$ cat config.mk
export PLATFORM = sky130hd
export DESIGN_NAME = framed_command_parser_unit
export DESIGN_NICKNAME = d
export VERILOG_FILES = /design/src/sv/fcp_pkg.sv /design/src/sv/fcp_decode.sv /design/src/sv/framed_command_parser_unit.sv
export VERILOG_INCLUDE_DIRS = /design/src /design/src/sv
export SDC_FILE = /design/constraint.sdc
export NUM_CORES = 1
export LEC_CHECK = 0
export BUFFER_PORTS_ARGS = -buffer_cell sky130_fd_sc_hd__buf_2
export CORE_ASPECT_RATIO = 0.6
export CORE_MARGIN = 3
export CORE_UTILIZATION = 62
export DETAILED_ROUTE_END_ITERATION = 16
export GPL_ROUTABILITY_DRIVEN = 0
export PLACE_DENSITY = 0.87
export SLEW_MARGIN = 25
export SYNTH_ARGS = -nofsm -noshare
export SYNTH_HDL_FRONTEND = slang
export SYNTH_SLANG_ARGS = --single-unit
$ cat constraint.sdc
create_clock -name clk -period 4.1 [get_ports clk]
set_input_delay 0.41 -clock clk [delete_from_list [all_inputs] [get_ports clk]]
set_output_delay 0.41 -clock clk [all_outputs]
set_load 0.02 [all_outputs]
$ cat src/sv/assert_macros.svh
// assertion macros used by the rtl file of the command parser
`ifndef ASSERT_MACROS_SVH
`define ASSERT_MACROS_SVH

// same-cycle implication, checked out of reset
`define FCP_ASSERT_IMP(lbl, clk, rst_n, ante, cons, msg) \
  lbl: assert property (@(posedge clk) disable iff (!rst_n) (ante) |-> (cons)) else $error(msg);

// next-cycle implication, checked out of reset
`define FCP_ASSERT_NXT(lbl, clk, rst_n, ante, cons, msg) \
  lbl: assert property (@(posedge clk) disable iff (!rst_n) (ante) |=> (cons)) else $error(msg);

`endif

$ cat src/sv/fcp_pkg.sv
// shared types and constants of the framed command parser
`timescale 1ns / 1ps
`default_nettype none

package fcp_pkg;

  // body store depth default
  localparam int DEFAULT_BODY_DEPTH = 8;

  // field widths
  localparam int BYTE_W    = 8;
  localparam int TYPE_W    = 3;
  localparam int PAYLOAD_W = 5;

  // number of leading body bytes the decoder looks at
  localparam int HEAD_LEN = 5;

  // framing characters
  localparam logic [BYTE_W-1:0] CH_START = 8'h24;  // '$'
  localparam logic [BYTE_W-1:0] CH_END   = 8'h23;  // '#'

  // command letters and digits
  localparam logic [BYTE_W-1:0] CH_G = 8'h47;
  localparam logic [BYTE_W-1:0] CH_O = 8'h4F;
  localparam logic [BYTE_W-1:0] CH_E = 8'h45;
  localparam logic [BYTE_W-1:0] CH_N = 8'h4E;
  localparam logic [BYTE_W-1:0] CH_D = 8'h44;
  localparam logic [BYTE_W-1:0] CH_C = 8'h43;
  localparam logic [BYTE_W-1:0] CH_I = 8'h49;
  localparam logic [BYTE_W-1:0] CH_S = 8'h53;
  localparam logic [BYTE_W-1:0] CH_L = 8'h4C;
  localparam logic [BYTE_W-1:0] CH_M = 8'h4D;
  localparam logic [BYTE_W-1:0] CH_0 = 8'h30;
  localparam logic [BYTE_W-1:0] CH_1 = 8'h31;
  localparam logic [BYTE_W-1:0] CH_2 = 8'h32;
  localparam logic [BYTE_W-1:0] CH_4 = 8'h34;
  localparam logic [BYTE_W-1:0] CH_6 = 8'h36;
  localparam logic [BYTE_W-1:0] CH_8 = 8'h38;

  // command kinds
  typedef enum logic [TYPE_W-1:0] {
    CMD_GO  = 3'd0,
    CMD_END = 3'd1,
    CMD_CON = 3'd2,
    CMD_DIS = 3'd3,
    CMD_LIM = 3'd4
  } cmd_kind_t;

  // largest payload value
  localparam logic [PAYLOAD_W-1:0] PAYLOAD_MAX = 5'd24;

  // decoder verdict on a held body
  typedef struct packed {
    logic                 hit;
    cmd_kind_t            kind;
    logic [PAYLOAD_W-1:0] payload;
  } dec_res_t;

endpackage

`default_nettype wire

$ cat src/sv/fcp_decode.sv
// command decoder: fixed-position compares over the first body bytes
`timescale 1ns / 1ps
`default_nettype none

module fcp_decode #(
  parameter int CNT_W = 4
) (
  input  wire logic [fcp_pkg::BYTE_W-1:0] head [fcp_pkg::HEAD_LEN],
  input  wire logic [CNT_W-1:0]           count,
  output fcp_pkg::dec_res_t               res
);

  logic is_go, is_end, is_con, is_dis, port_ok;
  logic lim_pre, lim_00, lim_08, lim_16, lim_24;

  // per-command matches, gated by body length
  always_comb begin
    port_ok = (head[3] == fcp_pkg::CH_0) || (head[3] == fcp_pkg::CH_1) ||
              (head[3] == fcp_pkg::CH_2);
    is_go   = (count == CNT_W'(2)) && (head[0] == fcp_pkg::CH_G) &&
              (head[1] == fcp_pkg::CH_O);
    is_end  = (count == CNT_W'(3)) && (head[0] == fcp_pkg::CH_E) &&
              (head[1] == fcp_pkg::CH_N) && (head[2] == fcp_pkg::CH_D);
    is_con  = (count == CNT_W'(4)) && port_ok && (head[0] == fcp_pkg::CH_C) &&
              (head[1] == fcp_pkg::CH_O) && (head[2] == fcp_pkg::CH_N);
    is_dis  = (count == CNT_W'(4)) && port_ok && (head[0] == fcp_pkg::CH_D) &&
              (head[1] == fcp_pkg::CH_I) && (head[2] == fcp_pkg::CH_S);
    lim_pre = (count == CNT_W'(5)) && (head[0] == fcp_pkg::CH_L) &&
              (head[1] == fcp_pkg::CH_I) && (head[2] == fcp_pkg::CH_M);
    lim_00  = (head[3] == fcp_pkg::CH_0) && (head[4] == fcp_pkg::CH_0);
    lim_08  = (head[3] == fcp_pkg::CH_0) && (head[4] == fcp_pkg::CH_8);
    lim_16  = (head[3] == fcp_pkg::CH_1) && (head[4] == fcp_pkg::CH_6);
    lim_24  = (head[3] == fcp_pkg::CH_2) && (head[4] == fcp_pkg::CH_4);
  end

  // verdict and payload
  always_comb begin
    res.hit     = 1'b0;
    res.kind    = fcp_pkg::CMD_GO;
    res.payload = '0;
    if (is_go) begin
      res.hit  = 1'b1;
      res.kind = fcp_pkg::CMD_GO;
    end else if (is_end) begin
      res.hit  = 1'b1;
      res.kind = fcp_pkg::CMD_END;
    end else if (is_con || is_dis) begin
      // port digits '0'..'2' carry the port number in their low bits
      res.hit     = 1'b1;
      res.kind    = is_con ? fcp_pkg::CMD_CON : fcp_pkg::CMD_DIS;
      res.payload = fcp_pkg::PAYLOAD_W'(head[3][1:0]);
    end else if (lim_pre && (lim_00 || lim_08 || lim_16 || lim_24)) begin
      res.hit     = 1'b1;
      res.kind    = fcp_pkg::CMD_LIM;
      res.payload = lim_08 ? 5'd8 : (lim_16 ? 5'd16 : (lim_24 ? 5'd24 : 5'd0));
    end
  end

endmodule

`default_nettype wire

$ cat src/sv/framed_command_parser_unit.sv
// framed command parser: byte framing, body store and registered result
//
//  channel | ports                               | direction
//  --------+-------------------------------------+----------
//  in      | in_valid, in_stall, in_rx_byte      | to block
//  out     | out_valid, out_stall, out_cmd_kind, | from block
//          | out_cmd_payload                     |
//
// one word is taken per cycle while in_stall is low; a result shows on out in the cycle after its '#' is taken
// frame state, body count and body store update at the edge a word is taken
// reset clears frame state, body count and the result valid flag
// in_stall is high only while a held result is stalled by out_stall
`timescale 1ns / 1ps
`default_nettype none

module framed_command_parser_unit #(
  parameter int BODY_DEPTH = fcp_pkg::DEFAULT_BODY_DEPTH
) (
  input  wire logic                          clk,
  input  wire logic                          rst_n,
  input  wire logic                          in_valid,
  output logic                               in_stall,
  input  wire logic [fcp_pkg::BYTE_W-1:0]    in_rx_byte,
  output logic                               out_valid,
  input  wire logic                          out_stall,
  output logic [fcp_pkg::TYPE_W-1:0]         out_cmd_kind,
  output logic [fcp_pkg::PAYLOAD_W-1:0]      out_cmd_payload
);

`include "assert_macros.svh"

  localparam int CNT_W = $clog2(BODY_DEPTH + 1);
  localparam int IDX_W = $clog2(BODY_DEPTH);

  logic                             in_frame_r, in_frame_nxt;
  logic [CNT_W-1:0]                 body_count_r, body_count_nxt;
  logic [fcp_pkg::BYTE_W-1:0]       body_r [BODY_DEPTH];
  logic [fcp_pkg::BYTE_W-1:0]       head [fcp_pkg::HEAD_LEN];
  logic                             out_valid_r, out_valid_nxt;
  logic [fcp_pkg::TYPE_W-1:0]       out_type_r;
  logic [fcp_pkg::PAYLOAD_W-1:0]    out_payload_r;
  logic                             accept, body_wr, emit;
  fcp_pkg::dec_res_t                dec;

  // handshake
  assign in_stall = out_valid_r && out_stall;
  assign accept   = in_valid && !in_stall;

  // leading body bytes for the decoder
  always_comb begin
    for (int i = 0; i < fcp_pkg::HEAD_LEN; i++) begin
      head[i] = body_r[i];
    end
  end

  fcp_decode #(
    .CNT_W (CNT_W)
  ) u_decode (
    .head  (head),
    .count (body_count_r),
    .res   (dec)
  );

  // framing next state
  always_comb begin
    in_frame_nxt   = in_frame_r;
    body_count_nxt = body_count_r;
    body_wr        = 1'b0;
    emit           = 1'b0;
    if (accept) begin
      if (!in_frame_r) begin
        if (in_rx_byte == fcp_pkg::CH_START) begin
          in_frame_nxt   = 1'b1;
          body_count_nxt = '0;
        end
      end else if (in_rx_byte == fcp_pkg::CH_END) begin
        in_frame_nxt = 1'b0;
        emit         = dec.hit;
      end else if (in_rx_byte == fcp_pkg::CH_START) begin
        body_count_nxt = '0;
      end else if (body_count_r < CNT_W'(BODY_DEPTH)) begin
        body_wr        = 1'b1;
        body_count_nxt = body_count_r + CNT_W'(1);
      end else begin
        // overflow aborts the frame
        in_frame_nxt = 1'b0;
      end
    end
  end

  // result valid next state
  always_comb begin
    out_valid_nxt = out_valid_r;
    if (emit) begin
      out_valid_nxt = 1'b1;
    end else if (!out_stall) begin
      out_valid_nxt = 1'b0;
    end
  end

  // control registers
  always_ff @(posedge clk) begin
    if (!rst_n) begin
      in_frame_r   <= 1'b0;
      body_count_r <= '0;
      out_valid_r  <= 1'b0;
    end else begin
      in_frame_r   <= in_frame_nxt;
      body_count_r <= body_count_nxt;
      out_valid_r  <= out_valid_nxt;
    end
  end

  // body store, written at the current count
  always_ff @(posedge clk) begin
    if (body_wr) begin
      body_r[body_count_r[IDX_W-1:0]] <= in_rx_byte;
    end
  end

  // result word register
  always_ff @(posedge clk) begin
    if (emit) begin
      out_type_r    <= dec.kind;
      out_payload_r <= dec.payload;
    end
  end

  assign out_valid       = out_valid_r;
  assign out_cmd_kind    = out_type_r;
  assign out_cmd_payload = out_payload_r;

  // checks
  `FCP_ASSERT_IMP(a_count_bound, clk, rst_n, 1'b1, body_count_r <= CNT_W'(BODY_DEPTH), "body count past depth")
  `FCP_ASSERT_IMP(a_emit_len, clk, rst_n, emit, (body_count_r >= CNT_W'(2)) && (body_count_r <= CNT_W'(5)), "result from body of bad length")
  `FCP_ASSERT_NXT(a_hunt_quiet, clk, rst_n, accept && !in_frame_r && !out_valid_r, !out_valid_r, "result while hunting")
  `FCP_ASSERT_IMP(a_out_range, clk, rst_n, out_valid_r, (out_type_r <= fcp_pkg::CMD_LIM) && (out_payload_r <= fcp_pkg::PAYLOAD_MAX), "result word out of range")

endmodule

`default_nettype wire

==> flow_summary.toml, run 1 <==
[routing]
post_drt_via_cell_ratio = 6.597
drc = 0
routed_wl_um = 4993
dr.pass1.iters = 4
drtAntennaViolNets = 0
drt_iter0_drc = 206
wl_per_cell_um = 21.61
vias = 1524

[timing]
finalHoldViolCount = 0
relSlewSlack_pct = 45.88
finalCriticalPeriod_ns = 3.019
worst_pin_slew_ns = 0.8081
setup_viol = 0
hold-worst-slack_ns = 0.3611
timing.final.ws_setup_ns = 1.081
fmax_mhz = 331.2
maxSlewViolCount = 0
grt_setup_unrepaired = "false"
period_share_pct = 73.64
tns_ns = 0
fin_skew_ns = 0.006668

[grt]
grt_use_total_pct = 24.19
grt_pass1_wl_um = 7721
grt_pass1_vias = 1479
grt_max_degree = 17
grt-ovfl-total = 0
antenna_found_initial = 0

[floorplan]
rows = 16
die_y_um = 52.41
dieArea_mm2 = 0.004369
fp.dieW_um = 83.36
initial_core_util_pct = 66.58
core_mm2 = 0.003343
io_pins = 22

[clocking]
cts_setup_buffers = 0
cts_hold_buf = 0
cts_root_buf = "clkbuf_8"
clock_latency_ns = 0.31
numCtsBuffers = 5
clock_sinks = 53
cts_tree = "yes"
htreeDepth = 2
post_cts_resized = 0
ctsLongestPathBuffers = 2
path_clk_slew_ns = 0.10

[setup_path]
crit_arrival_ns = 2.96
cp-start-kind = "flop"
path_max_fanout = 7
cp-end-kind = "flop"
required_ns = 4.04
crit_path_max_incr_delay_ns = 0.71
slowest_stage = "nor4b_1"
path_buf_inv = 0
crit_chain = "nor4b_1 > nand4_1 > or3_1 > a21o_1 > a31oi_1"
cp_top_family = "simple AND/OR/NAND/NOR gates"
critPathKind = "reg -> reg"

[synthesis]
ys_seq_area_share_pct = 68.80
async_flop_share_pct = 0
synth_area_leaders = "edfxtp_1 63%, dfxtp_1 5.4%, ha_1 2.2%, nor4_1 2.0%, nand2_1 1.5%"
synth-seq-cells = 53
yosysMostFrequentCell = "edfxtp_1"
ys_warn_count = 0
synth_top_area_share_pct = 63.41
syn_area_mm2 = 0.002226
synthFlopType = "edfxtp_1"
ys_top_cells_by_count = "47 x edfxtp_1, 9 x nand2_1, 7 x nor4_1, 6 x dfxtp_1"
synth_enable_flop_cells = 47
syn_avg_cell_area_um2 = 14.27
synth_cell_types = 48
postSynthCellCount = 156
synth_fp_nets = 172
yosys.area.top_type = "edfxtp_1"

[placement]
post-place-cells = 223
dp_hpwl_um = 3498
port-buffer-count = 20
placed_area_mm2 = 0.002405
post-place-ws_ns = 1.220

[finish]
final_util_pct = 75.94
layout-drive-gt1-share_pct = 22.04
nFillCells = 186
area.growth.synth_to_final_pct = 14.05
nNetsFinal = 201
final_cells = 231
final_cell_area_mm2 = 0.002539
seqCellArea_mm2 = 0.001531
multiInputGateArea_um2 = 656.9
diodes = 0

[power_and_ir_drop]
ir_worst_vdd_uv = 344.8
power_density_mw_per_mm2 = 400.6
p_total_mw = 1.017
leakagePower_nw = 0.8695

[run]
drv_cap = 0

[outcome]
status = "completed"

[worst_hold_path]
worstHoldPathType = "in -> reg"
## area by class of cell
type                    instances  share of cell area, %
inverters                       6                 0.8871
clock buffers                   5                  2.711
repair buffers                 25                  5.421
clock inverters                 3                  2.563
well taps                      45                  2.218
multi-input cells              94                  25.87
flip-flops and latches         53                  60.33
## placed cells by master (no fill, tap or decap), drive strengths merged, types with 2 or more instances in the layout
master and count:
nand3 4, nor2b 2, a41oi 2, a31oi 2, and2 5, nor2 5, nor4 7, and4 2
nand4 3, nor4bb 2, nor3b 3, inv 6, o22ai 2, a211oi 2, ha 4, bufinv 2
or4b 4, nand4b 2, or3b 2, or3 2, nand2b 3, dfxtp 6, o21ai 2, nor4b 3
clkbuf 5, nand2 9, buf 25, nand3b 3, edfxtp 47, a21oi 3, nor3 4
## final timing paths
check	startpoint	end	slack (ns)	depth (start not counted)
max	body_r[0][5]	out_cmd_payload[4]	1.08	5
min	in_rx_byte[4]	body_r[4][4]	0.36	1
max reg2reg	body_r[0][5]	out_cmd_payload[4]	1.08	5
min reg2reg	body_count_r[3]	body_count_r[3]	0.55	2
## where the power goes
group | switching, mW | total, mW | internal, mW | leakage (nW)
clock network | 0.170 | 0.412 | 0.242 | 0.0681
registers | 0.000140 | 0.585 | 0.585 | 0.489
logic | 0.0140 | 0.0200 | 0.00604 | 0.312
## cell families after synthesis
kind of cell	count (synthesis)	share of synthesized area, %
AND/OR/NAND/NOR	67	19.62
flip-flops	53	68.80
AO/OA/AOI/OAI	22	7.477
buffers and inverters	9	1.686
adder cells (fa/ha/maj)	4	2.249
other	1	0.1685
## routing by layer
layer / part of all wire, % / GRT usage (%)
met3: 11 / 6.436
met5: 0 / 0
met1: 41 / 32.95
met2: 45 / 38.30
met4: 2.4 / 8.424
## state kept, by name, indices dropped and copies added, names as in the netlist
signal	cells
body_r	40
out_cmd_payload	4
out_cmd_kind	3
out_valid	1
in_frame_r	1
body_count_r	4
No activity file was read; power rests on OpenSTA's default activity.
==> run 2, diff against run 1 <==
Settings changed: CORE_UTILIZATION 62 to 52, PLACE_DENSITY 0.87 to 0.78.
Clock period 4.1 ns to 2.5 ns, I/O delays scaled along.
==> flow_summary.toml, run 2 (synthesis gave the netlist of run 1 again) <==
[finish]
largest_register_ffs = 40
final_cell_mix = "47 x edfxtp_1, 20 x buf_2, 11 x buf_4, 9 x nand2_1, 7 x nor4_1"
diodes = 0
layout-drive-gt1-share_pct = 25.91
nFillCells = 260
final_cell_area_mm2 = 0.002603
area.growth.synth_to_final_pct = 16.92
final_common_cell = "edfxtp_1"
nNetsFinal = 208

[placement]
placed_area_mm2 = 0.002479
port-buffer-count = 20
dp_hpwl_um = 3407

[clocking]
path_clk_slew_ns = 0.09
clock_sinks = 53
htreeDepth = 2
cts_setup_buffers = 0
cts_root_buf = "clkbuf_8"
cts_hold_buf = 0
ctsLongestPathBuffers = 2
clock_latency_ns = 0.30
cts_tree = "yes"
numCtsBuffers = 5

[floorplan]
dieArea_mm2 = 0.005128
initial_core_util_pct = 57.18
core_mm2 = 0.003892
fp.dieW_um = 90.47
io_pins = 22
rows = 17
die_y_um = 56.68

[power_and_ir_drop]
ir_worst_vdd_uv = 339.8
leakagePower_nw = 0.8930
power_density_mw_per_mm2 = 595.8

[setup_path]
crit_path_max_incr_delay_ns = 0.51
cp-start-kind = "flop"
path_max_fanout = 7
cp-end-kind = "flop"
crit_chain = "or3b_4 > or4b_4 > or3_4 > a21o_1 > a31oi_2 > buf_6"
critPathKind = "reg -> reg"
required_ns = 2.53
crit_arrival_ns = 2.49
slowest_stage = "or4b_4"

[routing]
drc = 0
dr.pass1.iters = 4
dr_wl_met2_um = 1986
routed_wl_um = 4619
vias = 1483
routed.top_layer = "met4"
dr_wl_met3_um = 502
drt_iter0_drc = 194
wl_per_cell_um = 18.48
m1WireLength_um = 2071
drtAntennaViolNets = 0
post_drt_via_cell_ratio = 5.932

[run]
drv_cap = 0

[worst_hold_path]
worstHoldPathType = "in -> reg"

[grt]
antenna_found_initial = 0
grt_max_degree = 16
grt_pass1_vias = 1487
grt-ovfl-total = 0
grt_pass1_wl_um = 7686
grt_use_total_pct = 19.53

[timing]
grt_setup_unrepaired = "true"
setup_viol = 0
relSlewSlack_pct = 50.38
finalCriticalPeriod_ns = 2.465
maxSlewViolCount = 0
hold-worst-slack_ns = 0.2041
period_share_pct = 98.59
finalHoldViolCount = 0
worst_pin_slew_ns = 0.7375
fin_skew_ns = 0.007058
fmax_mhz = 405.7

[outcome]
status = "completed"
-- run 2: cell type report --
class	instances	area, µm²	share of cell area (%)
multi-input combinational	94	676.9	26.01
clock inverter	2	33.78	1.298
clock buffer	6	72.57	2.788
timing repair buffer	32	193.9	7.452
sequential	53	1531	58.85
tap	57	71.32	2.740
inverter	6	22.52	0.8654
-- run 2: path summary, 6_finish.rpt --
kind	start	endpoint	slack (ns)	cells after the start
worst min-delay path	in_rx_byte[4]	body_r[3][4]	0.20	1
worst min register to register	body_count_r[3]	body_count_r[3]	0.51	2
worst max register to register	body_r[1][5]	out_cmd_payload[4]	0.04	6
worst max-delay path	body_r[1][5]	out_cmd_payload[4]	0.04	6
-- run 2: per-layer routing --
layer,track usage [%],up-vias
li1,-,690
met1,28.53,711
met2,28.45,73
met3,4.953,9
met4,6.536,0
met5,0,-
-- run 2: power breakdown --
part / switching, mW / internal, mW / total (mW)
combinational: 0.0232 / 0.00993 / 0.0332
clock: 0.263 / 0.296 / 0.558
sequential: 0.000239 / 0.959 / 0.959
-- run 2: stage by stage --
stage / setup slack [ns] / util [%] / instances / setup TNS [ns] / power [mW]
4_1_cts: 0.003594 / 66.51 / 250 / 0 / 1.550
5_1_grt: -0.02757 / 66.86 / 250 / -0.1862 / 1.593
3_3_place_gp: 0.09141 / 63.68 / 242 / 0 / 1.010
2_1_floorplan: 0.05320 / - / 156 / 0 / 0.9898
3_5_place_dp: -0.01144 / 63.68 / 242 / -0.07925 / 1.012
6_report: 0.03515 / 66.86 / 250 / 0 / 1.551
-- run 2: timing repair --
item | 4_1_cts | 5_1_grt
resized for setup | 1 | 3
pin swaps | 0 | 2
setup endpoints to repair | 7 | 7
cloned | 0 | 0
-- run 2: critical path, delay by kind of cell (launching register included) --
family / cells / cell delay (ns)
AO/OA/AOI/OAI: 2 / 0.36
buffers and inverters: 1 / 0.15
flip-flops: 1 / 0.38
AND/OR/NAND/NOR: 3 / 1.30
